$ cat src/design/kfc_pkg.sv
// Package for the keypad calculator: payload structs, key decode, command
// and operator codes, and back-end state type. No dependencies.
`default_nettype none

package kfc_pkg;

    localparam int OPERAND_WIDTH_DEF = 32;
    localparam int SHOWN_WIDTH       = 32;
    localparam int QUEUE_DEPTH       = 2;

    // Input beat: one keypad event
    typedef struct packed {
        logic [3:0] key;
        logic       released;
    } t_in_item;

    // Output beat: one display update
    typedef struct packed {
        logic                           show_valid;
        logic signed [SHOWN_WIDTH-1:0]  shown_value;
        logic                           done_res;
    } t_out_item;

    typedef enum logic [2:0] {
        OPER_NONE = 3'd0,
        OPER_ADD  = 3'd1,
        OPER_SUB  = 3'd2,
        OPER_MUL  = 3'd3,
        OPER_DIV  = 3'd4
    } t_oper;

    typedef enum logic [2:0] {
        CMD_NOP,
        CMD_DIGIT,
        CMD_OPER,
        CMD_EQUALS,
        CMD_EXIT
    } t_cmd_kind;

    // Classified key event handed from front to back
    typedef struct packed {
        t_cmd_kind  kind;
        logic [3:0] digit;
        t_oper      oper;
    } t_cmd;

    typedef enum logic [1:0] {
        ST_IDLE,
        ST_MUL,
        ST_DIV,
        ST_WRITE
    } t_back_state;

    // Fixed 4x4 key map, row-major:
    //   1 2 3 +  /  4 5 6 -  /  7 8 9 *  /  exit 0 = /
    function automatic t_cmd decode_key(input logic [3:0] key, input logic released);
        t_cmd c;
        c.kind  = CMD_DIGIT;
        c.digit = 4'd0;
        c.oper  = OPER_NONE;
        unique case (key)
            4'd0:  c.digit = 4'd1;
            4'd1:  c.digit = 4'd2;
            4'd2:  c.digit = 4'd3;
            4'd3:  begin c.kind = CMD_OPER; c.oper = OPER_ADD; end
            4'd4:  c.digit = 4'd4;
            4'd5:  c.digit = 4'd5;
            4'd6:  c.digit = 4'd6;
            4'd7:  begin c.kind = CMD_OPER; c.oper = OPER_SUB; end
            4'd8:  c.digit = 4'd7;
            4'd9:  c.digit = 4'd8;
            4'd10: c.digit = 4'd9;
            4'd11: begin c.kind = CMD_OPER; c.oper = OPER_MUL; end
            4'd12: c.kind = CMD_EXIT;
            4'd13: c.digit = 4'd0;
            4'd14: c.kind = CMD_EQUALS;
            4'd15: begin c.kind = CMD_OPER; c.oper = OPER_DIV; end
            default: c.kind = CMD_NOP;
        endcase
        // Releases still produce a beat, but change nothing
        if (released) begin
            c.kind = CMD_NOP;
        end
        return c;
    endfunction

endpackage

`default_nettype wire

$ cat src/design/kfc_front.sv
// Front end: accepts keypad event beats, decodes them into commands and
// holds one command for the queue. Depends on kfc_pkg.
`default_nettype none

module kfc_front (
    input  wire logic              i_clk,
    input  wire logic              i_rst_n,
    input  wire logic              i_in_valid,
    output logic                   o_in_ready,
    input  wire kfc_pkg::t_in_item i_in_item,
    output logic                   o_cmd_valid,
    input  wire logic              i_cmd_ready,
    output kfc_pkg::t_cmd          o_cmd
);
    import kfc_pkg::*;

    logic r_valid;
    logic n_valid;
    t_cmd r_cmd;

    // Take a new beat whenever the holding register is empty or draining
    assign o_in_ready = !r_valid || i_cmd_ready;

    always_comb begin
        n_valid = r_valid;
        if (o_in_ready) begin
            n_valid = i_in_valid;
        end
    end

    always_ff @(posedge i_clk) begin
        if (!i_rst_n) begin
            r_valid <= 1'b0;
        end else begin
            r_valid <= n_valid;
        end
    end

    // Decode on accept
    always_ff @(posedge i_clk) begin
        if (i_in_valid && o_in_ready) begin
            r_cmd <= decode_key(i_in_item.key, i_in_item.released);
        end
    end

    assign o_cmd_valid = r_valid;
    assign o_cmd       = r_cmd;

endmodule

`default_nettype wire

$ cat src/design/kfc_queue.sv
// Short command queue between the decoding front end and the execution
// back end. Depends on kfc_pkg.
`default_nettype none

module kfc_queue (
    input  wire logic          i_clk,
    input  wire logic          i_rst_n,
    input  wire logic          i_push_valid,
    output logic               o_push_ready,
    input  wire kfc_pkg::t_cmd i_push_cmd,
    output logic               o_pop_valid,
    input  wire logic          i_pop_ready,
    output kfc_pkg::t_cmd      o_pop_cmd
);
    import kfc_pkg::*;

    localparam int PTR_W = (QUEUE_DEPTH > 1) ? $clog2(QUEUE_DEPTH) : 1;
    localparam int CNT_W = $clog2(QUEUE_DEPTH + 1);

    t_cmd             r_mem [QUEUE_DEPTH];
    logic [PTR_W-1:0] r_wr_ptr;
    logic [PTR_W-1:0] r_rd_ptr;
    logic [CNT_W-1:0] r_count;
    logic [PTR_W-1:0] n_wr_ptr;
    logic [PTR_W-1:0] n_rd_ptr;
    logic [CNT_W-1:0] n_count;
    logic             push;
    logic             pop;

    assign o_push_ready = (r_count != CNT_W'(QUEUE_DEPTH));
    assign o_pop_valid  = (r_count != '0);
    assign o_pop_cmd    = r_mem[r_rd_ptr];
    assign push         = i_push_valid && o_push_ready;
    assign pop          = o_pop_valid && i_pop_ready;

    // Advance pointers and occupancy
    always_comb begin
        n_wr_ptr = r_wr_ptr;
        n_rd_ptr = r_rd_ptr;
        n_count  = r_count;
        if (push) begin
            n_wr_ptr = (r_wr_ptr == PTR_W'(QUEUE_DEPTH - 1)) ? '0 : r_wr_ptr + 1'b1;
        end
        if (pop) begin
            n_rd_ptr = (r_rd_ptr == PTR_W'(QUEUE_DEPTH - 1)) ? '0 : r_rd_ptr + 1'b1;
        end
        if (push && !pop) begin
            n_count = r_count + 1'b1;
        end else if (pop && !push) begin
            n_count = r_count - 1'b1;
        end
    end

    always_ff @(posedge i_clk) begin
        if (!i_rst_n) begin
            r_wr_ptr <= '0;
            r_rd_ptr <= '0;
            r_count  <= '0;
        end else begin
            r_wr_ptr <= n_wr_ptr;
            r_rd_ptr <= n_rd_ptr;
            r_count  <= n_count;
        end
    end

    // Store entries
    always_ff @(posedge i_clk) begin
        if (push) begin
            r_mem[r_wr_ptr] <= i_push_cmd;
        end
    end

`ifndef NO_ASSERTIONS
    a_count_bound: assert property (@(posedge i_clk) disable iff (!i_rst_n)
        r_count <= CNT_W'(QUEUE_DEPTH))
        else $error("queue occupancy beyond depth");

    a_ptr_gap: assert property (@(posedge i_clk) disable iff (!i_rst_n)
        (r_count == '0) |-> (r_wr_ptr == r_rd_ptr))
        else $error("empty queue with pointers apart");
`endif

endmodule

`default_nettype wire

$ cat src/design/kfc_back.sv
// Back end: calculator state, shared iterative multiply/divide unit and the
// output register. Depends on kfc_pkg.
`default_nettype none

module kfc_back #(
    parameter int OPERAND_WIDTH = kfc_pkg::OPERAND_WIDTH_DEF
) (
    input  wire logic          i_clk,
    input  wire logic          i_rst_n,
    input  wire logic          i_cmd_valid,
    output logic               o_cmd_ready,
    input  wire kfc_pkg::t_cmd i_cmd,
    output logic               o_out_valid,
    input  wire logic          i_out_ready,
    output kfc_pkg::t_out_item o_out_item
);
    import kfc_pkg::*;

    localparam int W     = OPERAND_WIDTH;
    localparam int CNT_W = $clog2(W + 1);

    t_back_state r_state,    n_state;
    logic [W-1:0] r_first,   n_first;
    logic [W-1:0] r_second,  n_second;
    logic         r_entering, n_entering;
    t_oper        r_oper,    n_oper;
    logic         r_exit,    n_exit;
    t_cmd         r_cmd,     n_cmd;
    logic [W-1:0] r_a,       n_a;
    logic [W-1:0] r_b,       n_b;
    logic [W-1:0] r_acc,     n_acc;
    logic [CNT_W-1:0] r_cnt, n_cnt;
    logic         r_neg,     n_neg;
    logic         r_out_valid, n_out_valid;
    t_out_item    r_out,     n_out;

    logic         out_free;
    logic         need_apply;
    logic [W-1:0] mag_first;
    logic [W-1:0] mag_second;
    logic [W-1:0] imm_val;
    logic [W-1:0] unit_val;
    logic [W:0]   div_trial;
    logic [W-1:0] cur_operand;
    logic [W-1:0] digit_val;
    logic         do_commit;
    t_cmd         sel_cmd;
    logic [W-1:0] sel_val;
    logic signed [W-1:0] s_show_val;

    assign out_free    = !r_out_valid || i_out_ready;
    assign o_out_valid = r_out_valid;
    assign o_out_item  = r_out;

    // Operand magnitudes for signed division
    assign mag_first  = r_first[W-1]  ? (~r_first + 1'b1)  : r_first;
    assign mag_second = r_second[W-1] ? (~r_second + 1'b1) : r_second;

    assign need_apply = (i_cmd.kind == CMD_EQUALS)
                     || ((i_cmd.kind == CMD_OPER) && r_entering);

    // Combinational results; multiply never lands here, division only by zero
    always_comb begin
        unique case (r_oper)
            OPER_ADD: imm_val = r_first + r_second;
            OPER_SUB: imm_val = r_first - r_second;
            default:  imm_val = '0;
        endcase
    end

    assign unit_val  = (r_oper == OPER_DIV) ? (r_neg ? (~r_b + 1'b1) : r_b) : r_acc;
    assign div_trial = {r_acc, r_b[W-1]} - {1'b0, r_a};

    // Digit entry: operand * 10 + digit, wrapping at W bits
    assign cur_operand = r_entering ? r_second : r_first;
    assign digit_val   = (cur_operand << 3) + (cur_operand << 1) + W'(i_cmd.digit);

    always_ff @(posedge i_clk) begin
        if (!i_rst_n) begin
            r_state     <= ST_IDLE;
            r_first     <= '0;
            r_second    <= '0;
            r_entering  <= 1'b0;
            r_oper      <= OPER_NONE;
            r_exit      <= 1'b0;
            r_out_valid <= 1'b0;
        end else begin
            r_state     <= n_state;
            r_first     <= n_first;
            r_second    <= n_second;
            r_entering  <= n_entering;
            r_oper      <= n_oper;
            r_exit      <= n_exit;
            r_out_valid <= n_out_valid;
        end
    end

    always_ff @(posedge i_clk) begin
        r_cmd <= n_cmd;
        r_a   <= n_a;
        r_b   <= n_b;
        r_acc <= n_acc;
        r_cnt <= n_cnt;
        r_neg <= n_neg;
        r_out <= n_out;
    end

    // Sequencer, iterative unit and state update
    always_comb begin
        n_state     = r_state;
        n_first     = r_first;
        n_second    = r_second;
        n_entering  = r_entering;
        n_oper      = r_oper;
        n_exit      = r_exit;
        n_cmd       = r_cmd;
        n_a         = r_a;
        n_b         = r_b;
        n_acc       = r_acc;
        n_cnt       = r_cnt;
        n_neg       = r_neg;
        n_out_valid = r_out_valid && !i_out_ready;
        n_out       = r_out;
        o_cmd_ready = 1'b0;
        do_commit   = 1'b0;
        sel_cmd     = i_cmd;
        sel_val     = imm_val;
        s_show_val  = '0;

        unique case (r_state)
            ST_IDLE: begin
                if (i_cmd_valid) begin
                    if (need_apply && (r_oper == OPER_MUL)) begin
                        o_cmd_ready = 1'b1;
                        n_cmd   = i_cmd;
                        n_a     = r_first;
                        n_b     = r_second;
                        n_acc   = '0;
                        n_cnt   = CNT_W'(W);
                        n_state = ST_MUL;
                    end else if (need_apply && (r_oper == OPER_DIV) && (r_second != '0)) begin
                        o_cmd_ready = 1'b1;
                        n_cmd   = i_cmd;
                        n_a     = mag_second;
                        n_b     = mag_first;
                        n_acc   = '0;
                        n_neg   = r_first[W-1] ^ r_second[W-1];
                        n_cnt   = CNT_W'(W);
                        n_state = ST_DIV;
                    end else if (out_free) begin
                        o_cmd_ready = 1'b1;
                        do_commit   = 1'b1;
                    end
                end
            end
            ST_MUL: begin
                // One multiplier bit per cycle, low half only
                n_acc = r_acc + (r_b[0] ? r_a : '0);
                n_a   = r_a << 1;
                n_b   = r_b >> 1;
                n_cnt = r_cnt - 1'b1;
                if (r_cnt == CNT_W'(1)) begin
                    n_state = ST_WRITE;
                end
            end
            ST_DIV: begin
                // Restoring division, one quotient bit per cycle
                if (!div_trial[W]) begin
                    n_acc = div_trial[W-1:0];
                    n_b   = {r_b[W-2:0], 1'b1};
                end else begin
                    n_acc = {r_acc[W-2:0], r_b[W-1]};
                    n_b   = {r_b[W-2:0], 1'b0};
                end
                n_cnt = r_cnt - 1'b1;
                if (r_cnt == CNT_W'(1)) begin
                    n_state = ST_WRITE;
                end
            end
            ST_WRITE: begin
                sel_cmd = r_cmd;
                sel_val = unit_val;
                if (out_free) begin
                    do_commit = 1'b1;
                    n_state   = ST_IDLE;
                end
            end
            default: n_state = ST_IDLE;
        endcase

        // Commit one command: update calculator state and load the output
        if (do_commit) begin
            n_out_valid      = 1'b1;
            n_out.show_valid = 1'b0;
            unique case (sel_cmd.kind)
                CMD_DIGIT: begin
                    if (r_entering) begin
                        n_second = digit_val;
                    end else begin
                        n_first = digit_val;
                    end
                    n_out.show_valid = 1'b1;
                    s_show_val       = digit_val;
                end
                CMD_EXIT: begin
                    n_exit = 1'b1;
                end
                CMD_EQUALS: begin
                    n_out.show_valid = 1'b1;
                    s_show_val       = sel_val;
                    n_first          = '0;
                    n_second         = '0;
                    n_entering       = 1'b0;
                    n_oper           = OPER_NONE;
                end
                CMD_OPER: begin
                    n_oper = sel_cmd.oper;
                    if (!r_entering) begin
                        n_entering = 1'b1;
                    end else begin
                        n_first          = sel_val;
                        n_second         = '0;
                        n_out.show_valid = 1'b1;
                        s_show_val       = sel_val;
                    end
                end
                default: ;
            endcase
            n_out.shown_value = SHOWN_WIDTH'(s_show_val);
            n_out.done_res    = n_exit;
        end
    end

`ifndef NO_ASSERTIONS
    a_unit_count: assert property (@(posedge i_clk) disable iff (!i_rst_n)
        ((r_state == ST_MUL) || (r_state == ST_DIV)) |-> (r_cnt != '0))
        else $error("iterative unit running with zero count");

    a_exit_sticky: assert property (@(posedge i_clk) disable iff (!i_rst_n)
        r_exit |=> r_exit)
        else $error("exit flag cleared");

    a_done_matches: assert property (@(posedge i_clk) disable iff (!i_rst_n)
        (r_out_valid && r_out.done_res) |-> r_exit)
        else $error("done reported without exit");

    a_blank_value: assert property (@(posedge i_clk) disable iff (!i_rst_n)
        (r_out_valid && !r_out.show_valid) |-> (r_out.shown_value == '0))
        else $error("nonzero value without display update");

    a_no_pop_busy: assert property (@(posedge i_clk) disable iff (!i_rst_n)
        (r_state != ST_IDLE) |-> !o_cmd_ready)
        else $error("command taken while unit busy");
`endif

endmodule

`default_nettype wire

$ cat src/design/keypad_four_function_calculator_unit.sv
// Top level of the keypad calculator: front decoder, command queue and
// execution back end. Depends on kfc_pkg, kfc_front, kfc_queue, kfc_back.
`default_nettype none

// Every keypad event beat yields exactly one output beat. A beat passes through
// the front decode register, then waits in a two-entry queue for the back
// end. Digits, exit, releases, add, subtract and any operation with no
// operator or a zero divisor are committed straight from the idle state.
// Multiply and divide run on one shared shift-and-add / restoring-divide unit
// that handles one bit per cycle, in the ST_MUL or ST_DIV state and then
// ST_WRITE, before the result reaches the output register. The output
// register holds a result while the consumer stalls; the back end keeps a
// multiply or divide running meanwhile but commits nothing until that result
// is taken.
module keypad_four_function_calculator_unit #(
    parameter int OPERAND_WIDTH = kfc_pkg::OPERAND_WIDTH_DEF
) (
    input  wire logic               i_clk,
    input  wire logic               i_rst_n,
    input  wire logic               i_in_valid,
    output logic                    o_in_ready,
    input  wire kfc_pkg::t_in_item  i_in_item,
    output logic                    o_out_valid,
    input  wire logic               i_out_ready,
    output kfc_pkg::t_out_item      o_out_item
);
    import kfc_pkg::*;

    logic fr_valid;
    logic fr_ready;
    t_cmd fr_cmd;
    logic q_valid;
    logic q_ready;
    t_cmd q_cmd;

    kfc_front u_front (
        .i_clk       (i_clk),
        .i_rst_n     (i_rst_n),
        .i_in_valid  (i_in_valid),
        .o_in_ready  (o_in_ready),
        .i_in_item   (i_in_item),
        .o_cmd_valid (fr_valid),
        .i_cmd_ready (fr_ready),
        .o_cmd       (fr_cmd)
    );

    kfc_queue u_queue (
        .i_clk        (i_clk),
        .i_rst_n      (i_rst_n),
        .i_push_valid (fr_valid),
        .o_push_ready (fr_ready),
        .i_push_cmd   (fr_cmd),
        .o_pop_valid  (q_valid),
        .i_pop_ready  (q_ready),
        .o_pop_cmd    (q_cmd)
    );

    kfc_back #(
        .OPERAND_WIDTH (OPERAND_WIDTH)
    ) u_back (
        .i_clk       (i_clk),
        .i_rst_n     (i_rst_n),
        .i_cmd_valid (q_valid),
        .o_cmd_ready (q_ready),
        .i_cmd       (q_cmd),
        .o_out_valid (o_out_valid),
        .i_out_ready (i_out_ready),
        .o_out_item  (o_out_item)
    );

endmodule

`default_nettype wire
$ cat config.mk
export PLATFORM = sky130hd
export DESIGN_NAME = keypad_four_function_calculator_unit
export DESIGN_NICKNAME = d
export VERILOG_FILES = /design/src/design/kfc_pkg.sv /design/src/design/kfc_front.sv /design/src/design/kfc_queue.sv /design/src/design/kfc_back.sv /design/src/design/keypad_four_function_calculator_unit.sv
export SDC_FILE = /design/constraint.sdc
export NUM_CORES = 1
export LEC_CHECK = 0
export ABC_AREA = 1
export BUFFER_PORTS_ARGS = -buffer_cell sky130_fd_sc_hd__buf_4
export CAP_MARGIN = 20
export CELL_PAD_IN_SITES_DETAIL_PLACEMENT = 1
export CELL_PAD_IN_SITES_GLOBAL_PLACEMENT = 1
export CORE_MARGIN = 5
export CORE_UTILIZATION = 42
export CTS_CLUSTER_SIZE = 8
export DETAILED_ROUTE_END_ITERATION = 7
export GPL_ROUTABILITY_DRIVEN = 1
export GPL_TIMING_DRIVEN = 1
export PLACE_DENSITY_LB_ADDON = 0.2
export SYNTH_ARGS = -nofsm -noshare
export SYNTH_HDL_FRONTEND = slang
export SYNTH_SLANG_ARGS = --single-unit
$ cat constraint.sdc
create_clock -name i_clk -period 3.8 [get_ports i_clk]
set_input_delay 0.38 -clock i_clk [delete_from_list [all_inputs] [get_ports i_clk]]
set_output_delay 0.38 -clock i_clk [all_outputs]
set_load 0.02 [all_outputs]
==> metrics.txt <==
Leak 14.16 nW; Arr. time, crit path 4130 ps; vias in the first global route 28490; # DRC 0; hpwl dp 86590 um; H-tree depth 2; DP Worst Slack -17.31 ps; Via-to-Cell Ratio 5.635; Layout Utilization 0.4935; power density over cell area 935.2 nW/um2; WL/cell 21.60 um; VDD IR max 467.5 uV; CTS tree done; Core Rows 89; Yosys cell types 57; Final Setup Violations 0; drt initial violations 1920; #FFs+latches synth 251; PnR worst setup slack 140.6 ps; synthesized area 24910 um2; syn avg cell area 6.294 um2; Slowest-stage cell, CP dfxtp_4; period utilisation layout 0.9630; CTS max path bufs 3; Die X 253.5 um; share of cells above drive strength 1 0.1132; Cells after Synth 3957; # clock sinks 251; RSZ-0062 raised after global routing true; CTS root buf clkbuf_16; DR vias 27960; TritonRoute pass-1 iters 5; post-route insts no fill 4962; crit path time final 3659 ps; pin count of the biggest net entering global routing 96; Max stage delay on crit path 450 ps; M1 GR Usage 0.4171; Die Area 64270 um2; Startpoint Class flip-flop; clock-pin slew on the worst setup and hold paths 50 ps; core area 58910 um2; Num CTS Buffers 38; fin. max-slew vios 0; Worst Path Buf+Inv 5; Worst-Margin Slew 1033 ps; Crit path top cell by count nand2_1; first-pass GRT wire length 162800 um; YS warnings 0; post-synthesis sequential area ratio 0.2713; Area Growth Syn to Fin 16.73%; crit-path leading delay family simple AND/OR/NAND/NOR gates; Placed Cells 4885; skew final 25.76 ps; Slew headroom 0.3103; met2 Usage GRT 0.5595; Hold Worst Slack 82.32 ps; num ports 45; most crowded layer after global routing met2; worst skew pair latency 590 ps; grt total ovfl 0; Nets 4336; Max Cap Violations 0; status completed; GR Layer Usage met3 0.04257; fmax 273.3 MHz; Cell Chain, Critical Path buf_12 -> buf_4 -> buf_4 -> o21ai_0 -> buf_4 -> ha_1 -> ha_1 -> nand2_1 -> nor2_1 -> nand2_1 -> nor2_1 -> nor2_1 -> nand2_1 -> nand2_1 -> nand3_1 -> nand3_1 -> nand2_1 -> inv_1; Routed Antenna Nets 0; CP max FO 21; Req. time, crit path 4270 ps; n_diodes 0; initial antenna violation count 0; syn_nets 4134; DIE HEIGHT 253.5 um; port bufs 44; gpl congestion 0.9863; CP Capture Type flip-flop; Routed WL 107200 um; global-route usage over all layers 0.3244; Hold/Removal Path Class in2reg; Fin Setup TNS 0 ps; initial core utilization 0.4228; final-report hold violation count 0; CP Class reg2reg
==> worst reg2reg max path, delay by kind of cell (launching register included) <==
family / cells / cell delay, ps
buffers and inverters: 5 / 830
AND/OR/NAND/NOR: 10 / 1430
AO/OA/AOI/OAI: 1 / 140
adder cells (fa/ha/maj): 2 / 700
flip-flops: 1 / 450
==> stage by stage <==
step | total power, mW | instance area (um2)
after floorplan | 14.76 | 24910
final | 27.19 | 29070
after detailed placement | 22.36 | 27550
after global routing | 29.01 | 29070
after CTS | 25.91 | 28730
after global placement | 21.99 | 27550
==> layout make-up <==
class / instances / area, um2
Tap cell: 773 / 967.2
Sequential cell: 251 / 6760
Multi-Input combinational cell: 3064 / 15950
Fill cell: 7975 / 29830
Inverter: 505 / 1903
Timing Repair Buffer: 299 / 2323
Clock buffer: 67 / 1091
Clock inverter: 3 / 80.08
==> repair_timing <==
item                                    in CTS  in global routing
gates resized for setup                      3                 76
pin swaps                                    0                 16
endpoints found under the setup margin       5                 51
setup buffers                                0                  6
hold buffers                                 0                  0
==> flip-flops by register name (all words and copies together) (netlist names), named ones only <==
name / cells
u_back.r_neg: 1
u_queue.r_count: 2
u_back.r_state: 2
u_back.o_out_valid: 1
u_front.o_cmd_valid: 1
u_queue.r_rd_ptr: 1
u_back.r_oper: 3
u_queue.r_wr_ptr: 1
u_back.r_entering: 1
u_back.r_a: 32
u_back.r_exit: 1
u_back.r_cnt: 6
u_front.o_cmd: 10
u_back.o_out_item: 34
u_back.r_first: 32
u_back.r_cmd: 6
u_back.r_b: 32
u_back.r_acc: 32
u_queue.r_mem: 20
u_back.r_second: 32
==> cells in the mapped netlist, drive strengths merged <==
cell type | number | area share
nor3 | 57 | 0.012
nor3b | 1 | 0.00030
a21boi | 5 | 0.0015
clkbuf | 85 | 0.013
and3b | 1 | 0.00035
clkinv | 4 | 0.00060
or2 | 16 | 0.0040
fa | 5 | 0.0040
and3 | 2 | 0.00050
buf | 52 | 0.012
o21ai | 345 | 0.071
o221ai | 11 | 0.0039
and2 | 4 | 0.0010
a221oi | 6 | 0.0021
o21a | 9 | 0.0027
nand4 | 52 | 0.014
dfxtp | 78 | 0.063
or3 | 1 | 0.00025
inv | 501 | 0.076
o31ai | 3 | 0.00090
o21bai | 17 | 0.0051
ha | 163 | 0.082
o22ai | 41 | 0.010
a21o | 10 | 0.0030
xor2 | 55 | 0.019
a21oi | 275 | 0.055
nor2 | 436 | 0.067
nand3b | 24 | 0.0072
a211oi | 1 | 0.00030
edfxtp | 173 | 0.21
a31oi | 19 | 0.0048
nor4 | 7 | 0.0018
xnor2 | 27 | 0.0095
mux2i | 2 | 0.00080
nand3 | 295 | 0.060
nand2 | 1142 | 0.17
o311ai | 1 | 0.00035
o211ai | 31 | 0.0093
==> where the power goes <==
group          switching, mW  internal (mW)
combinational           12.3           7.12
sequential             0.565           3.74
clock                   1.45           1.97
==> layer usage <==
metal | wire length, um | share of wire | vias up
met5 | 0 | 0 | -
met4 | 4470 | 0.042 | 0
met3 | 6267 | 0.058 | 202
met2 | 50640 | 0.47 | 817
met1 | 45810 | 0.43 | 13430
li1 | - | - | 13510
==> cells by family (layout without fill, tap and decap cells) <==
| logic type | Yosys count | in the layout | synth area share |
|---|---|---|---|
| DFF | 251 | 251 | 0.2713 |
| buffers and inverters | 642 | 874 | 0.1008 |
| AOI/OAI and AO/OA | 774 | 774 | 0.1701 |
| muxes | 2 | 2 | 0.0008039 |
| and+or+nand+nor | 2038 | 2038 | 0.3422 |
| xor gates and xnor gates | 82 | 82 | 0.02884 |
| adders and majority gates | 168 | 168 | 0.08591 |
==> placed cells by master, fill, tap and decap left out, types with 77 or more instances in the layout <==
| cell | netlist | layout |
|---|---|---|
| buf_4 | 9 | 292 |
| a21oi_1 | 275 | 267 |
| nand3_1 | 291 | 286 |
| nand2_1 | 1133 | 1124 |
| dfxtp_1 | 78 | 77 |
| o21ai_0 | 321 | 313 |
| inv_1 | 484 | 479 |
| ha_1 | 163 | 158 |
| nor2_1 | 429 | 409 |
| edfxtp_1 | 173 | 173 |
==> final timing paths <==
path | start | to | slack [ps] | depth (start not counted)
min reg2reg | u_front.o_cmd[0]$_DFFE_PP_ | u_queue.r_mem[1][0]$_DFFE_PP_ | 440 | 0
max | u_back.r_entering$_SDFFE_PN0P_ | u_back.r_first[28]$_SDFFE_PN0P_ | 140 | 18
min | i_in_valid | u_front.o_cmd_valid$_SDFFE_PN0N_ | 80 | 3
max reg2reg | u_back.r_entering$_SDFFE_PN0P_ | u_back.r_first[28]$_SDFFE_PN0P_ | 140 | 18
Note: power is estimated with default switching activity, not from simulation.
